File: src/hdl/keyed_record_table_unit_defines.svh
// Assertion macros shared by the keyed record table RTL.
`ifndef KEYED_RECORD_TABLE_UNIT_DEFINES_SVH
`define KEYED_RECORD_TABLE_UNIT_DEFINES_SVH

// Same-cycle implication, sampled on clk, off while reset is asserted.
`define KRT_ASSERT_NOW(label, ante, cons, msg) \
  label: assert property (@(posedge clk) disable iff (!rst_n) (ante) |-> (cons)) \
    else $error(msg);

// Next-cycle implication, sampled on clk, off while reset is asserted.
`define KRT_ASSERT_NEXT(label, ante, cons, msg) \
  label: assert property (@(posedge clk) disable iff (!rst_n) (ante) |=> (cons)) \
    else $error(msg);

`endif

File: src/hdl/krt_pkg.sv
// Package with sizes, codes and record types of the keyed record table.
package krt_pkg;

  localparam int SLOTS  = 16;
  localparam int SLOT_W = (SLOTS > 1) ? $clog2(SLOTS) : 1;
  localparam int IDX_W  = (SLOT_W > 4) ? SLOT_W : 4;
  localparam int KEY_W  = 16;

  typedef enum logic [2:0] {
    CMD_INSERT = 3'd0,
    CMD_DELETE = 3'd1,
    CMD_SET_A  = 3'd2,
    CMD_SET_B  = 3'd3,
    CMD_LOOKUP = 3'd4
  } krt_cmd_t;

  typedef enum logic [1:0] {
    ST_OK      = 2'd0,
    ST_FULL    = 2'd1,
    ST_DUP     = 2'd2,
    ST_MISSING = 2'd3
  } krt_status_t;

  typedef enum logic {
    S_IDLE   = 1'b0,
    S_COMMIT = 1'b1
  } krt_state_t;

  // Record payload, age in the low bits.
  typedef struct packed {
    logic [13:0] year;
    logic [3:0]  month;
    logic [4:0]  day;
    logic [6:0]  grade_b;
    logic [6:0]  grade_a;
    logic [7:0]  sex;
    logic [6:0]  age;
  } krt_rec_t;

  // Write strobes broadcast to every cell; each cell applies them only if it won.
  typedef struct packed {
    logic wr_new;
    logic clr;
    logic set_a;
    logic set_b;
  } krt_wr_t;

  // Priority chain passed from cell to cell, lowest index first.
  typedef struct packed {
    logic             match_seen;
    logic             free_seen;
    logic [IDX_W-1:0] match_idx;
    logic [IDX_W-1:0] free_idx;
    krt_rec_t         match_rec;
  } krt_pick_t;

  typedef struct packed {
    krt_status_t status;
    logic [3:0]  slot;
    logic [7:0]  avg_half;
    krt_rec_t    rec;
  } krt_res_t;

endpackage

File: src/hdl/krt_ifs.sv
// Valid/ready channel interfaces for commands and replies.
interface krt_in_if;
  import krt_pkg::*;
  logic              valid;
  logic              ready;
  logic [2:0]        cmd;
  logic [KEY_W-1:0]  rec_key;
  logic [6:0]        age_in;
  logic [7:0]        sex_in;
  logic [6:0]        grade_a_in;
  logic [6:0]        grade_b_in;
  logic [4:0]        day_in;
  logic [3:0]        month_in;
  logic [13:0]       year_in;

  modport source (output valid, cmd, rec_key, age_in, sex_in, grade_a_in, grade_b_in,
                  day_in, month_in, year_in, input ready);
  modport sink (input valid, cmd, rec_key, age_in, sex_in, grade_a_in, grade_b_in,
                day_in, month_in, year_in, output ready);
endinterface

interface krt_out_if;
  logic        valid;
  logic        ready;
  logic [1:0]  status;
  logic [3:0]  slot;
  logic [7:0]  avg_half;
  logic [6:0]  grade_a_out;
  logic [6:0]  grade_b_out;
  logic [6:0]  age_out;
  logic [7:0]  sex_out;
  logic [4:0]  day_out;
  logic [3:0]  month_out;
  logic [13:0] year_out;

  modport source (output valid, status, slot, avg_half, grade_a_out, grade_b_out, age_out,
                  sex_out, day_out, month_out, year_out, input ready);
  modport sink (input valid, status, slot, avg_half, grade_a_out, grade_b_out, age_out,
                sex_out, day_out, month_out, year_out, output ready);
endinterface

File: src/hdl/krt_cell.sv
// One table slot: valid bit, key and record, with its link in the priority chain.
module krt_cell (
  input  logic                          clk,
  input  logic                          rst_n,
  input  logic                          capture,
  input  logic [krt_pkg::KEY_W-1:0]     key_in,
  input  logic [krt_pkg::IDX_W-1:0]     my_idx,
  input  krt_pkg::krt_wr_t              wr,
  input  logic [krt_pkg::KEY_W-1:0]     wr_key,
  input  krt_pkg::krt_rec_t             wr_rec,
  input  logic [6:0]                    wr_grade,
  input  krt_pkg::krt_pick_t            pick_in,
  output krt_pkg::krt_pick_t            pick_out
);
  import krt_pkg::*;

  logic             valid_r;
  logic [KEY_W-1:0] key_r;
  krt_rec_t         rec_r;
  logic             match_r;
  logic             free_r;
  logic             match_first;
  logic             free_first;

  // Compare results are taken when a transaction is accepted; the table does not
  // change again until the commit that uses them.
  always_ff @(posedge clk) begin
    if (!rst_n) begin
      match_r <= 1'b0;
      free_r  <= 1'b0;
    end else if (capture) begin
      match_r <= valid_r && (key_r == key_in);
      free_r  <= !valid_r;
    end
  end

  assign match_first = match_r && !pick_in.match_seen;
  assign free_first  = free_r && !pick_in.free_seen;

  always_ff @(posedge clk) begin
    if (!rst_n) begin
      valid_r <= 1'b0;
    end else if (wr.wr_new && free_first) begin
      valid_r <= 1'b1;
    end else if (wr.clr && match_first) begin
      valid_r <= 1'b0;
    end
  end

  always_ff @(posedge clk) begin
    if (wr.wr_new && free_first) begin
      key_r <= wr_key;
      rec_r <= wr_rec;
    end else if (wr.set_a && match_first) begin
      rec_r.grade_a <= wr_grade;
    end else if (wr.set_b && match_first) begin
      rec_r.grade_b <= wr_grade;
    end
  end

  always_comb begin
    pick_out = pick_in;
    if (match_first) begin
      pick_out.match_seen = 1'b1;
      pick_out.match_idx  = my_idx;
      pick_out.match_rec  = rec_r;
    end
    if (free_first) begin
      pick_out.free_seen = 1'b1;
      pick_out.free_idx  = my_idx;
    end
  end

endmodule

File: src/hdl/keyed_record_table_unit.sv
// Top level of the keyed record table: command control, cell row and reply register.
//
//   channel   dir  handshake      payload
//   in_ch     in   valid/ready    cmd, rec_key, age_in .. year_in
//   out_ch    out  valid/ready    status, slot, avg_half, grade_a_out .. year_out
//
// At the accept edge each cell latches its key compare and free bit; the commit then
// resolves the lowest matching and free slot along the cell chain, writes the
// winning cell and loads the reply register.
// A reply left waiting in the reply register holds the commit until it is taken.
// Synchronous reset clears all valid bits; keys and records keep no reset.
`include "keyed_record_table_unit_defines.svh"

module keyed_record_table_unit (
  input logic   clk,
  input logic   rst_n,
  krt_in_if.sink    in_ch,
  krt_out_if.source out_ch
);
  import krt_pkg::*;

  krt_state_t       state_r;
  krt_state_t       state_nxt;
  logic             capture;
  logic             commit_go;

  krt_cmd_t         cmd_r;
  logic [KEY_W-1:0] key_r;
  krt_rec_t         new_rec_r;
  logic [6:0]       grade_r;

  krt_pick_t        pick [SLOTS+1];
  krt_wr_t          wr_raw;
  krt_wr_t          wr;
  krt_res_t         res;
  krt_res_t         out_res_r;
  logic             out_valid_r;
  logic [IDX_W-1:0] res_idx;

  // Next state.
  always_comb begin
    state_nxt = state_r;
    unique case (state_r)
      S_IDLE:   if (capture)   state_nxt = S_COMMIT;
      S_COMMIT: if (commit_go) state_nxt = S_IDLE;
      default:  state_nxt = S_IDLE;
    endcase
  end

  // FSM outputs.
  always_comb begin
    in_ch.ready = 1'b0;
    commit_go   = 1'b0;
    unique case (state_r)
      S_IDLE:   in_ch.ready = 1'b1;
      S_COMMIT: commit_go   = !out_valid_r || out_ch.ready;
      default: ;
    endcase
  end

  assign capture = in_ch.valid && in_ch.ready;

  always_ff @(posedge clk) begin
    if (!rst_n) begin
      state_r <= S_IDLE;
    end else begin
      state_r <= state_nxt;
    end
  end

  always_ff @(posedge clk) begin
    if (capture) begin
      cmd_r     <= krt_cmd_t'(in_ch.cmd);
      key_r     <= in_ch.rec_key;
      grade_r   <= in_ch.grade_a_in;
      new_rec_r <= '{year: in_ch.year_in, month: in_ch.month_in, day: in_ch.day_in,
                     grade_b: in_ch.grade_b_in, grade_a: in_ch.grade_a_in,
                     sex: in_ch.sex_in, age: in_ch.age_in};
    end
  end

  assign pick[0] = '0;

  for (genvar i = 0; i < SLOTS; i++) begin : g_cell
    krt_cell u_cell (
      .clk      (clk),
      .rst_n    (rst_n),
      .capture  (capture),
      .key_in   (in_ch.rec_key),
      .my_idx   (IDX_W'(i)),
      .wr       (wr),
      .wr_key   (key_r),
      .wr_rec   (new_rec_r),
      .wr_grade (grade_r),
      .pick_in  (pick[i]),
      .pick_out (pick[i+1])
    );
  end

  // Command decode on the resolved chain. A full table wins over a duplicate key.
  always_comb begin
    wr_raw     = '0;
    res.status = ST_OK;
    res_idx    = '0;
    res.rec    = '0;
    unique case (cmd_r)
      CMD_INSERT: begin
        if (!pick[SLOTS].free_seen) begin
          res.status = ST_FULL;
        end else if (pick[SLOTS].match_seen) begin
          res.status = ST_DUP;
          res_idx    = pick[SLOTS].match_idx;
          res.rec    = pick[SLOTS].match_rec;
        end else begin
          wr_raw.wr_new = 1'b1;
          res_idx       = pick[SLOTS].free_idx;
          res.rec       = new_rec_r;
        end
      end
      CMD_DELETE, CMD_SET_A, CMD_SET_B: begin
        if (!pick[SLOTS].match_seen) begin
          res.status = ST_MISSING;
        end else begin
          res_idx = pick[SLOTS].match_idx;
          res.rec = pick[SLOTS].match_rec;
          if (cmd_r == CMD_DELETE) begin
            wr_raw.clr = 1'b1;
          end else if (cmd_r == CMD_SET_A) begin
            wr_raw.set_a    = 1'b1;
            res.rec.grade_a = grade_r;
          end else begin
            wr_raw.set_b    = 1'b1;
            res.rec.grade_b = grade_r;
          end
        end
      end
      default: begin
        // Lookup; the unused codes behave the same way.
        if (!pick[SLOTS].match_seen) begin
          res.status = ST_MISSING;
        end else begin
          res_idx = pick[SLOTS].match_idx;
          res.rec = pick[SLOTS].match_rec;
        end
      end
    endcase
    res.slot     = res_idx[3:0];
    res.avg_half = {1'b0, res.rec.grade_a} + {1'b0, res.rec.grade_b};
  end

  assign wr = commit_go ? wr_raw : '0;

  always_ff @(posedge clk) begin
    if (!rst_n) begin
      out_valid_r <= 1'b0;
    end else if (commit_go) begin
      out_valid_r <= 1'b1;
    end else if (out_ch.ready) begin
      out_valid_r <= 1'b0;
    end
  end

  always_ff @(posedge clk) begin
    if (commit_go) begin
      out_res_r <= res;
    end
  end

  assign out_ch.valid       = out_valid_r;
  assign out_ch.status      = out_res_r.status;
  assign out_ch.slot        = out_res_r.slot;
  assign out_ch.avg_half    = out_res_r.avg_half;
  assign out_ch.grade_a_out = out_res_r.rec.grade_a;
  assign out_ch.grade_b_out = out_res_r.rec.grade_b;
  assign out_ch.age_out     = out_res_r.rec.age;
  assign out_ch.sex_out     = out_res_r.rec.sex;
  assign out_ch.day_out     = out_res_r.rec.day;
  assign out_ch.month_out   = out_res_r.rec.month;
  assign out_ch.year_out    = out_res_r.rec.year;

  `KRT_ASSERT_NEXT(a_full_reported,
    commit_go && (cmd_r == CMD_INSERT) && !pick[SLOTS].free_seen,
    out_res_r.status == ST_FULL, "insert into a full table not reported as full")
  `KRT_ASSERT_NEXT(a_commit_waits,
    (state_r == S_COMMIT) && out_valid_r && !out_ch.ready,
    state_r == S_COMMIT, "commit left while the reply register was still occupied")
  `KRT_ASSERT_NEXT(a_commit_loads,
    commit_go, out_valid_r && (state_r == S_IDLE), "commit did not load a reply")

endmodule
File: src/flat_wrapper.sv
// flat-port wrapper written by rule: the top's interface ports become plain ports
module keyed_record_table_unit_flat import krt_pkg::*;
  (clk, rst_n, in_ch_valid, in_ch_cmd, in_ch_rec_key, in_ch_age_in, in_ch_sex_in, in_ch_grade_a_in, in_ch_grade_b_in, in_ch_day_in, in_ch_month_in, in_ch_year_in, in_ch_ready, out_ch_valid, out_ch_status, out_ch_slot, out_ch_avg_half, out_ch_grade_a_out, out_ch_grade_b_out, out_ch_age_out, out_ch_sex_out, out_ch_day_out, out_ch_month_out, out_ch_year_out, out_ch_ready);
  krt_in_if in_ch_i ();
  krt_out_if out_ch_i ();
  input logic clk;
  input logic rst_n;
  input wire logic [$bits(in_ch_i.valid)-1:0] in_ch_valid;
  input wire logic [$bits(in_ch_i.cmd)-1:0] in_ch_cmd;
  input wire logic [$bits(in_ch_i.rec_key)-1:0] in_ch_rec_key;
  input wire logic [$bits(in_ch_i.age_in)-1:0] in_ch_age_in;
  input wire logic [$bits(in_ch_i.sex_in)-1:0] in_ch_sex_in;
  input wire logic [$bits(in_ch_i.grade_a_in)-1:0] in_ch_grade_a_in;
  input wire logic [$bits(in_ch_i.grade_b_in)-1:0] in_ch_grade_b_in;
  input wire logic [$bits(in_ch_i.day_in)-1:0] in_ch_day_in;
  input wire logic [$bits(in_ch_i.month_in)-1:0] in_ch_month_in;
  input wire logic [$bits(in_ch_i.year_in)-1:0] in_ch_year_in;
  output wire logic [$bits(in_ch_i.ready)-1:0] in_ch_ready;
  output wire logic [$bits(out_ch_i.valid)-1:0] out_ch_valid;
  output wire logic [$bits(out_ch_i.status)-1:0] out_ch_status;
  output wire logic [$bits(out_ch_i.slot)-1:0] out_ch_slot;
  output wire logic [$bits(out_ch_i.avg_half)-1:0] out_ch_avg_half;
  output wire logic [$bits(out_ch_i.grade_a_out)-1:0] out_ch_grade_a_out;
  output wire logic [$bits(out_ch_i.grade_b_out)-1:0] out_ch_grade_b_out;
  output wire logic [$bits(out_ch_i.age_out)-1:0] out_ch_age_out;
  output wire logic [$bits(out_ch_i.sex_out)-1:0] out_ch_sex_out;
  output wire logic [$bits(out_ch_i.day_out)-1:0] out_ch_day_out;
  output wire logic [$bits(out_ch_i.month_out)-1:0] out_ch_month_out;
  output wire logic [$bits(out_ch_i.year_out)-1:0] out_ch_year_out;
  input wire logic [$bits(out_ch_i.ready)-1:0] out_ch_ready;
  assign in_ch_i.valid = in_ch_valid;
  assign in_ch_i.cmd = in_ch_cmd;
  assign in_ch_i.rec_key = in_ch_rec_key;
  assign in_ch_i.age_in = in_ch_age_in;
  assign in_ch_i.sex_in = in_ch_sex_in;
  assign in_ch_i.grade_a_in = in_ch_grade_a_in;
  assign in_ch_i.grade_b_in = in_ch_grade_b_in;
  assign in_ch_i.day_in = in_ch_day_in;
  assign in_ch_i.month_in = in_ch_month_in;
  assign in_ch_i.year_in = in_ch_year_in;
  assign in_ch_ready = in_ch_i.ready;
  assign out_ch_valid = out_ch_i.valid;
  assign out_ch_status = out_ch_i.status;
  assign out_ch_slot = out_ch_i.slot;
  assign out_ch_avg_half = out_ch_i.avg_half;
  assign out_ch_grade_a_out = out_ch_i.grade_a_out;
  assign out_ch_grade_b_out = out_ch_i.grade_b_out;
  assign out_ch_age_out = out_ch_i.age_out;
  assign out_ch_sex_out = out_ch_i.sex_out;
  assign out_ch_day_out = out_ch_i.day_out;
  assign out_ch_month_out = out_ch_i.month_out;
  assign out_ch_year_out = out_ch_i.year_out;
  assign out_ch_i.ready = out_ch_ready;
  keyed_record_table_unit u_core (.clk(clk), .rst_n(rst_n), .in_ch(in_ch_i), .out_ch(out_ch_i));
endmodule
File: config.mk
export PLATFORM = sky130hd
export DESIGN_NAME = keyed_record_table_unit_flat
export DESIGN_NICKNAME = d
export VERILOG_FILES = /design/src/hdl/krt_pkg.sv /design/src/hdl/krt_ifs.sv /design/src/hdl/krt_cell.sv /design/src/hdl/keyed_record_table_unit.sv /design/src/flat_wrapper.sv
export VERILOG_INCLUDE_DIRS = /design/src /design/src/hdl
export SDC_FILE = /design/constraint.sdc
export NUM_CORES = 2
export LEC_CHECK = 0
export BUFFER_PORTS_ARGS = -buffer_cell sky130_fd_sc_hd__buf_4
export CAP_MARGIN = 20
export CORE_MARGIN = 3
export CORE_UTILIZATION = 35
export DETAILED_ROUTE_END_ITERATION = 8
export GPL_ROUTABILITY_DRIVEN = 0
export GPL_TIMING_DRIVEN = 0
export SETUP_SLACK_MARGIN = 0.3
export SYNTH_ARGS = -nofsm -noshare
export SYNTH_HDL_FRONTEND = slang
export SYNTH_HIERARCHICAL = 1
export SYNTH_SLANG_ARGS = --single-unit
File: constraint.sdc
create_clock -name clk -period 18.4 [get_ports clk]
set_input_delay 0.92 -clock clk [delete_from_list [all_inputs] [get_ports clk]]
set_output_delay 0.92 -clock clk [all_outputs]
set_load 0.01 [all_outputs]
### Yosys cells after proc, flatten, opt, wreduce, memory -nomap -nowiden

Index checks and enable logic that the tools add are counted.

* bitwise gates (word level): 1
* reductions and logical operators: 226
* mux-type cells: 207
* equality and inequality tests: 35
* add/sub/neg operators: 1

Operator list (count)
* 2-to-1 mux 52 bit: 20
* 2-to-1 mux 7 bit: 50
* equality test 16 bit: 16
* 2-to-1 mux 14 bit: 17
* 2-to-1 mux 4 bit: 33
* logical AND 1 bit: 111
* one-hot mux 52 bit (2 select lines): 1
* nonzero test 2 bit: 49
* 2-to-1 mux 1 bit: 78
* logical NOT 1 bit: 47
* != test 2 bit (second input constant): 16
* AND reduction 2 bit: 16
* 2-to-1 mux 2 bit: 5
* adder 7 x 7 -> 8 bit: 1
* equality test 3 x 2 -> 1 bit (second input constant): 2
* 2-to-1 mux 3 bit: 2
* equality test 3 x 1 -> 1 bit (second input constant): 1
* logical NOT 3 bit: 1
* OR reduction 3 bit: 1
* one-hot mux 1 bit (2 select lines): 1
* logical OR 1 bit: 1
* NOT 1 bit: 1

* bits of input ports: 75
* register bits: 1275

### Depth between registers and ports, before layout

* word-level depth: 54
* mapped depth: 35

### Hierarchy

The synthesis kept the hierarchy.

By module, submodules not included
* krt_cell: cells each 223, area each 3250.6 µm², times used 16, seq. area each 2102.0 µm²
* keyed_record_table_unit: cells each 346, area each 5630.4 µm², times used 1, seq. area each 4154.0 µm²

### Worst setup path after synthesis

No wires, ideal clock.

* kind: register to register
* start: register u_core.g_cell[0].u_cell.match_r
* end: register u_core.g_cell[0].u_cell.key_r[0], enable pin
* required time: 18.025 ns
* arrival time: 6.673 ns
* cell stages (with the launch flop): 23
* slack: 11.352 ns
* setup time: 0.375 ns
* path through: dfxtp_1 or2_2 or2_2 or2_2 or2_2 or2_2 or2_2 or2_2 or2_2 or2_2 or2_2 or2_2 or2_2 or2_2 or2_2 or2_2 or2_2 nor3_4 buf_6 and2_1 nand2_2 inv_2 buf_4

RTL lines
* start: declaration: line krt_cell.sv:20 `logic match_r;`
* start signal: assignment: line krt_cell.sv:32 `match_r <= valid_r && (key_r == key_in);`
* end signal: assignment: line krt_cell.sv:52 `key_r <= wr_key;`
* end: declaration: line krt_cell.sv:18 `logic [KEY_W-1:0] key_r;`

==> results.ini <==
[die]
die_height_um=412
die-area_um2=170000
initial_utilization=0.353
num_rows=148
top_level_ports=143
die_w_um=412
floorplan.core_area_um2=163000

[finish]
nFillCells=14918
n_antenna_cell=0
area_growth_syn_to_layout_pct=16.4
multi_input_area_um2=19400
layout.cells.most_common_list=sky130_fd_sc_hd__edfxtp_1, sky130_fd_sc_hd__mux2_2, sky130_fd_sc_hd__nand2_1
ratio_of_cells_with_drive_above_1_in_the_final_layout=0.324
layout_commonest_cell=sky130_fd_sc_hd__edfxtp_1
seq_area_um2=37800
layout.nets=4488

[synth]
synth-seq-area-share=0.656
postSynth.asyncResetShare=0
synthesized_netlist_cell_count=3914
synth_warnings=6
synthesis.area_um2=57600
ys_dominant_reg_cell=sky130_fd_sc_hd__edfxtp_1
synth_area_per_cell_um2=14.7
synth.lib_cells_used.distinct=57
synth_edf_count=1225
yosys_register_bits=1275

[sta]
finalMaxSlewViolations=0
rsz_0062_raised_after_global_routing=no
worst-slew-pin-transition_ps=1110
final.setup.worst_slack_ps=9930
fin_setup_tns_ps=0
maxClockFrequency_ghz=0.118
finalWorstPathRequiredPeriod_ps=8470
whs_ps=324
setup_viol=0
final.period_utilization=0.460
final_hold_violating_endpoints=0
clock_skew_ps=28.8
worst_slew_margin_rel=0.263

[detailed_routing]
wl_per_cell_um=20.7
drt_first_iter_violations=2320
route.antenna.remaining_nets=0
vias_per_cell=4.80
detailroute.via_count=32132
routed_wire_length_um=139000
drc=0
drt_first_pass_iters=5

[min_path]
timing.hold.worst.class=primary input to flip-flop
timing.hold.worst.start=in_ch_sex_in[2]
hold_end=u_core/new_rec_r[9]
timing.hold.worst_path_depth=1

[setup_path]
r2r_end=u_core/g_cell[1].u_cell/rec_r[49]
timing_worst_setup_path_type=flip-flop to flip-flop
reg2reg_slack_ps=9930
arrival_ps=8840
r2r_cells=22
startpoint_type_of_the_worst_setup_path=flip-flop
required_ps=18770
setup_crit_end_kind=flip-flop
maximum_fanout_encountered_on_the_critical_timing_path=63
timing.rr.start=u_core/g_cell[0].u_cell/match_r

[clocking]
ctsLongestPathBuffers=3
cts-root-buf=sky130_fd_sc_hd__clkbuf_16
cts_sinks=1275
worst_setup_hold_path_clk_slew_ps=60
ctsResizeCount=0
tritoncts.num_buffers=139
cts_post_setup_buffers_inserted=0
htree_num_levels=4
clkLatencyLatePin_ps=770
tritoncts=yes
postCtsHoldBufs=0

[grt]
overflow=0
grt_start_max_net_pins=67
grt_use_total=0.162
vias_in_the_first_global_route=33189
global_route_wire_length_before_repair_um=205000
antenna_found_initial=6

[power_and_ir_drop]
combinationalPowerShare=0.052
ir_drop_mv=0.0968
pwr-share-seq=0.512
p_sw_frac=0.216
power-per-cell-area_nw_per_um2=95.2
power_frac_clock=0.436
internal_power_w=0.00501
p_sw_w=0.00138
p_leak_nw=23.2

[placement]
io_buffers=142
dp.final_hpwl_um=91900
placement.setup.worst_slack_ps=9810

[run_status]
status=finished, final reports clean

[job]
max_cap_violations=0

[metrics by stage]
step	power, W	instances	cell area [um^2]	util
floorplan	0.00353	4105	58400	-
global placement	0.00366	6422	62100	0.381
detailed placement	0.00367	6437	62500	0.383
CTS	0.00648	6693	67100	0.411
global route	0.00662	6695	67100	0.411
finish	0.00639	6695	67100	0.411
[state kept, by name, indices dropped and copies added (netlist names), 2 cells and up]
signal                        count
u_core/key_r                     16
u_core/g_cell.u_cell/rec_r      832
u_core/out_ch.year_out           14
u_core/grade_r                    7
u_core/out_ch.avg_half            8
u_core/out_ch.slot                4
u_core/out_ch.status              2
u_core/cmd_r                      3
u_core/out_ch.day_out             5
u_core/out_ch.grade_b_out         7
u_core/out_ch.month_out           4
u_core/g_cell.u_cell/free_r      16
u_core/out_ch.sex_out             8
u_core/out_ch.grade_a_out         7
u_core/g_cell.u_cell/key_r      256
u_core/out_ch.age_out             7
u_core/g_cell.u_cell/match_r     16
u_core/new_rec_r                 45
u_core/g_cell.u_cell/valid_r     16
[routing by layer]
layer	vias up	part of all wire	GRT usage
li1	15189	-	-
met3	184	0.042	0.0247
met4	0	0.028	0.0544
met1	16083	0.45	0.219
met5	-	0	0
met2	676	0.48	0.267
[power by group through the flow]
stage / Clock (W) / Combinational [W] / Sequential [W]
after global placement: 0 / 0.000318 / 0.00335
after CTS: 0.00286 / 0.000337 / 0.00327
after floorplan: 0 / 0.000209 / 0.00332
after detailed placement: 0 / 0.000335 / 0.00334
final: 0.00279 / 0.000334 / 0.00327
after global routing: 0.00298 / 0.000371 / 0.00328
[Yosys cell counts (23+ instances only)]
library cell	count	area [um^2]
sky130_fd_sc_hd__buf_6	36	405
sky130_fd_sc_hd__dfxtp_1	50	1000
sky130_fd_sc_hd__inv_1	23	86.3
sky130_fd_sc_hd__edfxtp_1	1225	36800
sky130_fd_sc_hd__xnor2_1	257	2250
sky130_fd_sc_hd__nor2b_1	35	219
sky130_fd_sc_hd__or2_2	32	200
sky130_fd_sc_hd__buf_2	90	450
sky130_fd_sc_hd__a21oi_1	26	130
sky130_fd_sc_hd__nand4_1	64	400
sky130_fd_sc_hd__nand3b_1	32	240
sky130_fd_sc_hd__mux2i_1	44	440
sky130_fd_sc_hd__mux2_2	896	10100
sky130_fd_sc_hd__nand2_1	829	3110
sky130_fd_sc_hd__nor2_1	30	113
[worst max-delay path, stage by stage (launching register included)]
cell	delay, ps
sky130_fd_sc_hd__dfxtp_1	320
sky130_fd_sc_hd__or2_2	310
sky130_fd_sc_hd__or2_2	290
sky130_fd_sc_hd__or2_2	290
sky130_fd_sc_hd__or2_2	290
sky130_fd_sc_hd__or2_2	290
sky130_fd_sc_hd__or2_2	290
sky130_fd_sc_hd__or2_2	280
sky130_fd_sc_hd__or2_2	290
sky130_fd_sc_hd__or2_2	280
sky130_fd_sc_hd__or2_2	280
sky130_fd_sc_hd__or2_2	280
sky130_fd_sc_hd__or2_2	290
sky130_fd_sc_hd__or2_2	290
sky130_fd_sc_hd__or2_2	280
sky130_fd_sc_hd__or2_2	290
sky130_fd_sc_hd__or2_2	410
sky130_fd_sc_hd__nor3_4	390
sky130_fd_sc_hd__buf_6	280
sky130_fd_sc_hd__and2_1	800
sky130_fd_sc_hd__nand2_2	370
sky130_fd_sc_hd__inv_2	260
sky130_fd_sc_hd__buf_4	880
[area by class of cell]
| class | instances | area share |
|---|---|---|
| buffer | 145 | 0.0148 |
| clock buffer | 177 | 0.0549 |
| clock inverter | 79 | 0.0129 |
| inverter | 39 | 0.00218 |
| multi-input combinational | 2646 | 0.290 |
| sequential | 1275 | 0.563 |
| tap | 2175 | 0.0405 |
| timing repair buffer | 159 | 0.0219 |
[cells by family after synthesis]
family / after synthesis / synth area share
flops: 1275 / 0.656
simple gates: 1146 / 0.0892
mux: 940 / 0.183
xor+xnor: 259 / 0.0394
buf+inv: 184 / 0.0197
compound gates: 100 / 0.0115
fa+ha+maj: 8 / 0.00187
other cells: 2 / 0.000130
[worst max path at each step]
stage                                              endpoint                             from  depth (start not counted)
after detailed placement  u_core/g_cell[15].u_cell/rec_r[5]  u_core/g_cell[0].u_cell/match_r                         22
final                     u_core/g_cell[1].u_cell/rec_r[49]  u_core/g_cell[0].u_cell/match_r                         22
after global placement      u_core/g_cell[4].u_cell/match_r                      in_ch_valid                          5
after floorplan            u_core/g_cell[0].u_cell/key_r[0]  u_core/g_cell[0].u_cell/match_r                         22
after global routing      u_core/g_cell[1].u_cell/rec_r[22]  u_core/g_cell[0].u_cell/match_r                         24
after CTS                 u_core/g_cell[15].u_cell/rec_r[9]  u_core/g_cell[0].u_cell/match_r                         22
(Power assumes the default switching activity.)
